## src/rtl/mmed_pkg.sv

```systemverilog
package mmed_pkg;

    localparam int CTRL_AW    = 11;
    localparam int PROG_AW    = 4;
    localparam int DATA_W     = 8;
    localparam int NUM_CH     = 16;
    localparam int MAX_DATA   = 127;
    localparam logic [7:0] CACHE_RESET = 8'hFF;

    localparam logic [7:0] ST_NOTE_OFF = 8'h80;
    localparam logic [7:0] ST_NOTE_ON  = 8'h90;
    localparam logic [7:0] ST_CTRL     = 8'hB0;
    localparam logic [7:0] ST_PROG     = 8'hC0;

    typedef enum logic [1:0] {
        KIND_CC       = 2'd0,
        KIND_NOTE_ON  = 2'd1,
        KIND_NOTE_OFF = 2'd2,
        KIND_PROG     = 2'd3
    } kind_t;

    typedef struct packed {
        logic [7:0] status;
        logic [7:0] data1;
        logic [7:0] data2;
        logic       three;
    } msg_t;

endpackage

```

## src/rtl/mmed_serializer.sv

```systemverilog
module mmed_serializer
    import mmed_pkg::*;
(
    input  logic       clk,
    input  logic       rst_n,
    input  logic       msg_valid,
    output logic       msg_ready,
    input  msg_t       msg,
    output logic       valid,
    input  logic       ready,
    output logic [7:0] midi_byte,
    output logic       last_byte
);

    logic       valid_reg, valid_next;
    logic [1:0] idx_reg, idx_next;
    msg_t       msg_reg;
    logic       load;

    assign last_byte = msg_reg.three ? (idx_reg == 2'd2) : (idx_reg == 2'd1);
    assign valid     = valid_reg;
    assign msg_ready = !valid_reg || (ready && last_byte);
    assign load      = msg_valid && msg_ready;

    always_comb
    begin
        case (idx_reg)
            2'd0:    midi_byte = msg_reg.status;
            2'd1:    midi_byte = msg_reg.data1;
            default: midi_byte = msg_reg.data2;
        endcase
    end

    always_comb
    begin
        valid_next = valid_reg;
        idx_next   = idx_reg;
        if (msg_ready)
        begin
            valid_next = msg_valid;
            idx_next   = 2'd0;
        end
        else if (ready)
        begin
            // advance to the next word of the message
            idx_next = idx_reg + 2'd1;
        end
    end

    always_ff @(posedge clk or negedge rst_n)
    begin
        if (!rst_n)
        begin
            valid_reg <= 1'b0;
            idx_reg   <= 2'd0;
        end
        else
        begin
            valid_reg <= valid_next;
            idx_reg   <= idx_next;
        end
    end

    always_ff @(posedge clk)
    begin
        if (load)
        begin
            msg_reg <= msg;
        end
    end

endmodule

```

## config.mk

```make
export PLATFORM = sky130hd
export DESIGN_NAME = mmed_serializer
export DESIGN_NICKNAME = d
export VERILOG_FILES = /design/src/rtl/mmed_pkg.sv /design/src/rtl/mmed_serializer.sv
export SDC_FILE = /design/constraint.sdc
export NUM_CORES = 1
export LEC_CHECK = 0
export BUFFER_PORTS_ARGS = -buffer_cell sky130_fd_sc_hd__buf_2
export CELL_PAD_IN_SITES_DETAIL_PLACEMENT = 1
export CELL_PAD_IN_SITES_GLOBAL_PLACEMENT = 1
export CORE_MARGIN = 2
export CORE_UTILIZATION = 37
export DETAILED_ROUTE_END_ITERATION = 10
export HOLD_SLACK_MARGIN = 0.03
export PLACE_DENSITY = 0.86
export SLEW_MARGIN = 20
export SYNTH_ARGS = -nofsm -noshare
export SYNTH_HDL_FRONTEND = slang
export SYNTH_SLANG_ARGS = --single-unit
```

## constraint.sdc

```tcl
create_clock -name clk -period 2.2 [get_ports clk]
set_input_delay 0.11 -clock clk [delete_from_list [all_inputs] [get_ports clk]]
set_output_delay 0.11 -clock clk [all_outputs]
set_load 0.01 [all_outputs]
```

==> impl_metrics.tcl <==
set metrics [dict create \
    grt_overflow 0 \
    syn_area_per_cell_um2 13.7 \
    syn_area_mm2 0.00112 \
    crit_path_start "idx_reg[0]" \
    grt_util_all_layers 0.198 \
    vias_per_cell 5.07 \
    cp-start-kind "register" \
    clockBufferDepth 2 \
    syn_nets 115 \
    critPathSlowestCell "dfrtp_1" \
    fmax_mhz 506 \
    multi_input_area_um2 269 \
    yosysSeqAreaShare 0.736 \
    finalWeightedCongestion 0.726 \
    p_per_area_mw_per_mm2 1000 \
    path_buf_inv 2 \
    final_layout_size_suffix_gt1_frac 0.298 \
    core_region_area_mm2 0.00283 \
    grt_antenna_before_repair 0 \
    root_buffer "clkbuf_4" \
    drt_first_iter_violations 16 \
    mostFrequentLayoutCell "buf_2" \
    endpoint_kind "output pin" \
    maxCapViolCount 0 \
    skew_ns 0.00685 \
    die_h_um 59.1 \
    r2r_slack_ns 0.38 \
    rr_startpoint "idx_reg[1]" \
    hpwl_mm 1.90 \
    chipWidth_um 59.1 \
    ys_seq_elements 28 \
    io_pins 40 \
    timing.rr.end "msg_reg[12]" \
    fin_nets 185 \
    largest_reg_flops 25 \
    crit_fanout 8 \
    slew_headroom 0.737 \
    post_synth_inst_count 82 \
    tns_ns 0 \
    p_leak_uw 0.000684 \
    grt_pass1_wl_mm 4.73 \
    max_stage_delay_ns 0.44 \
    detailroute.via_count 923 \
    grt_max_degree 26 \
    dieArea_mm2 0.00349 \
    grt_pass1_vias 1005 \
    start_util 0.397 \
    regArea_um2 826 \
    routedWlPerCell_um 17.4 \
    ant_nets 0 \
    final_cell_mix "buf_2, dlygate4sd3_1, edfxtp_1" \
    hold_viol 0 \
    drcViolationCount 0 \
    fin_crit_ns 1.98 \
    path_depth 6 \
    numCtsBuffers 3 \
    portBuffers 39 \
    status "finished clean" \
    critical_path.top_delay_family "flip-flops" \
    peakVddDrop_mv 0.531 \
    required_ns 2.09 \
    wl_mm 3.17 \
    crit_chain "inv_1 > ha_1 > nand2b_1 > o21ai_0 > a21oi_1 > buf_2" \
    cts_htree_levels 1 \
    cp.arrival_ns 1.87 \
    worstSkewPairLatency_ns 0.33 \
    setup_viol_count_final 0 \
    synth.distinct_cells 19 \
    rows 19 \
    clk_pin_slew_ns 0.14 \
    yosys_warnings 0 \
    worst_pin_slew_ns 0.394 \
    slew_violations 0 \
    fillCellCount 298 \
    final.period_utilization 0.899 \
    area_delta_synth_final_pct 47.2 \
    num_antenna_cells 0 \
    crit_type "register to output pin" \
    drtPass1Iterations 4 \
    postCtsHoldBufs 27 \
    min_path_type "primary input to register" \
    post-cts-setup-buffers 0 \
    cts.sinks 28 \
    cts-resized-gates 0 \
    cp-endpoint "midi_byte[7]" \
    r2r_cells 6 \
    rsz0062_at_grt "no" \
    whs_ns 0.0543 \
    cts_tree "built" \
]
-- tightest hold or removal path: stages --
cell and delay, ns:
buf_2 0.12, nand4_1 0.08, nand2_1 0.05
-- cells in the mapped netlist --
master     n  share of area
a21oi_1    8          0.036
a32o_1     1         0.0089
and2_1     1         0.0056
and3_1     1         0.0056
buf_1      1         0.0033
buf_2      1         0.0045
dfrtp_1    3          0.067
edfxtp_1  25           0.67
ha_1       4          0.045
inv_1      5          0.017
mux2i_2    1          0.012
nand2_1    9          0.030
nand2b_1   2          0.011
nand3_1    1         0.0045
nand4_1    1         0.0056
nor2_1     8          0.027
o21ai_0    8          0.036
o21ai_2    1         0.0078
or2_1      1         0.0056
-- report_power, final --
part | internal [uW] | switching (uW) | total (uW)
Clock | 66.7 | 147 | 213
Sequential | 675 | 38.3 | 714
Combinational | 283 | 444 | 727
Total | 1030 | 629 | 1650
-- cell type report --
class / instances / area share
clock buffers: 3 / 0.0136
inverters: 5 / 0.0114
clock inverters: 1 / 0.00227
multi-input cells: 47 / 0.163
repair buffers: 67 / 0.286
flip-flops and latches: 28 / 0.500
well taps: 31 / 0.0235
-- cells by family (layout without fill, tap and decap cells) --
group	after synthesis	count (layout)	share of synthesized area
flops	28	28	0.736
fa+ha+maj	4	4	0.0446
mux	1	1	0.0123
simple gates	24	24	0.0948
compound gates	18	18	0.0881
buf+inv	7	76	0.0245
-- through the flow --
stage	instance area [um2]	setup slack, ns	util	cells	total power, uW
finish	1650	0.222	0.584	182	1650
global route	1650	0.0663	0.584	182	1760
CTS	1650	0.190	0.584	182	1660
detailed placement	1360	0.390	0.479	151	1410
global placement	1360	0.531	0.479	151	1350
floorplan	1120	0.186	-	82	1130
-- worst min path at each step --
stage | cells after the start | from | end | slack [ns]
after floorplan | 0 | rst_n | idx_reg[0] | -0.19
after global placement | 1 | rst_n | valid | -0.09
after detailed placement | 1 | rst_n | idx_reg[0] | -0.09
after CTS | 3 | ready | idx_reg[0] | 0.05
after global routing | 3 | ready | idx_reg[0] | 0.04
final | 3 | ready | idx_reg[0] | 0.05
-- metal layers --
layer | part of all wire | global-route usage
met5 | 0 | 0
met4 | 0.020 | 0.0877
met3 | 0.031 | 0.0218
met2 | 0.58 | 0.411
met1 | 0.37 | 0.188
No activity file was read; power rests on OpenSTA's default activity.
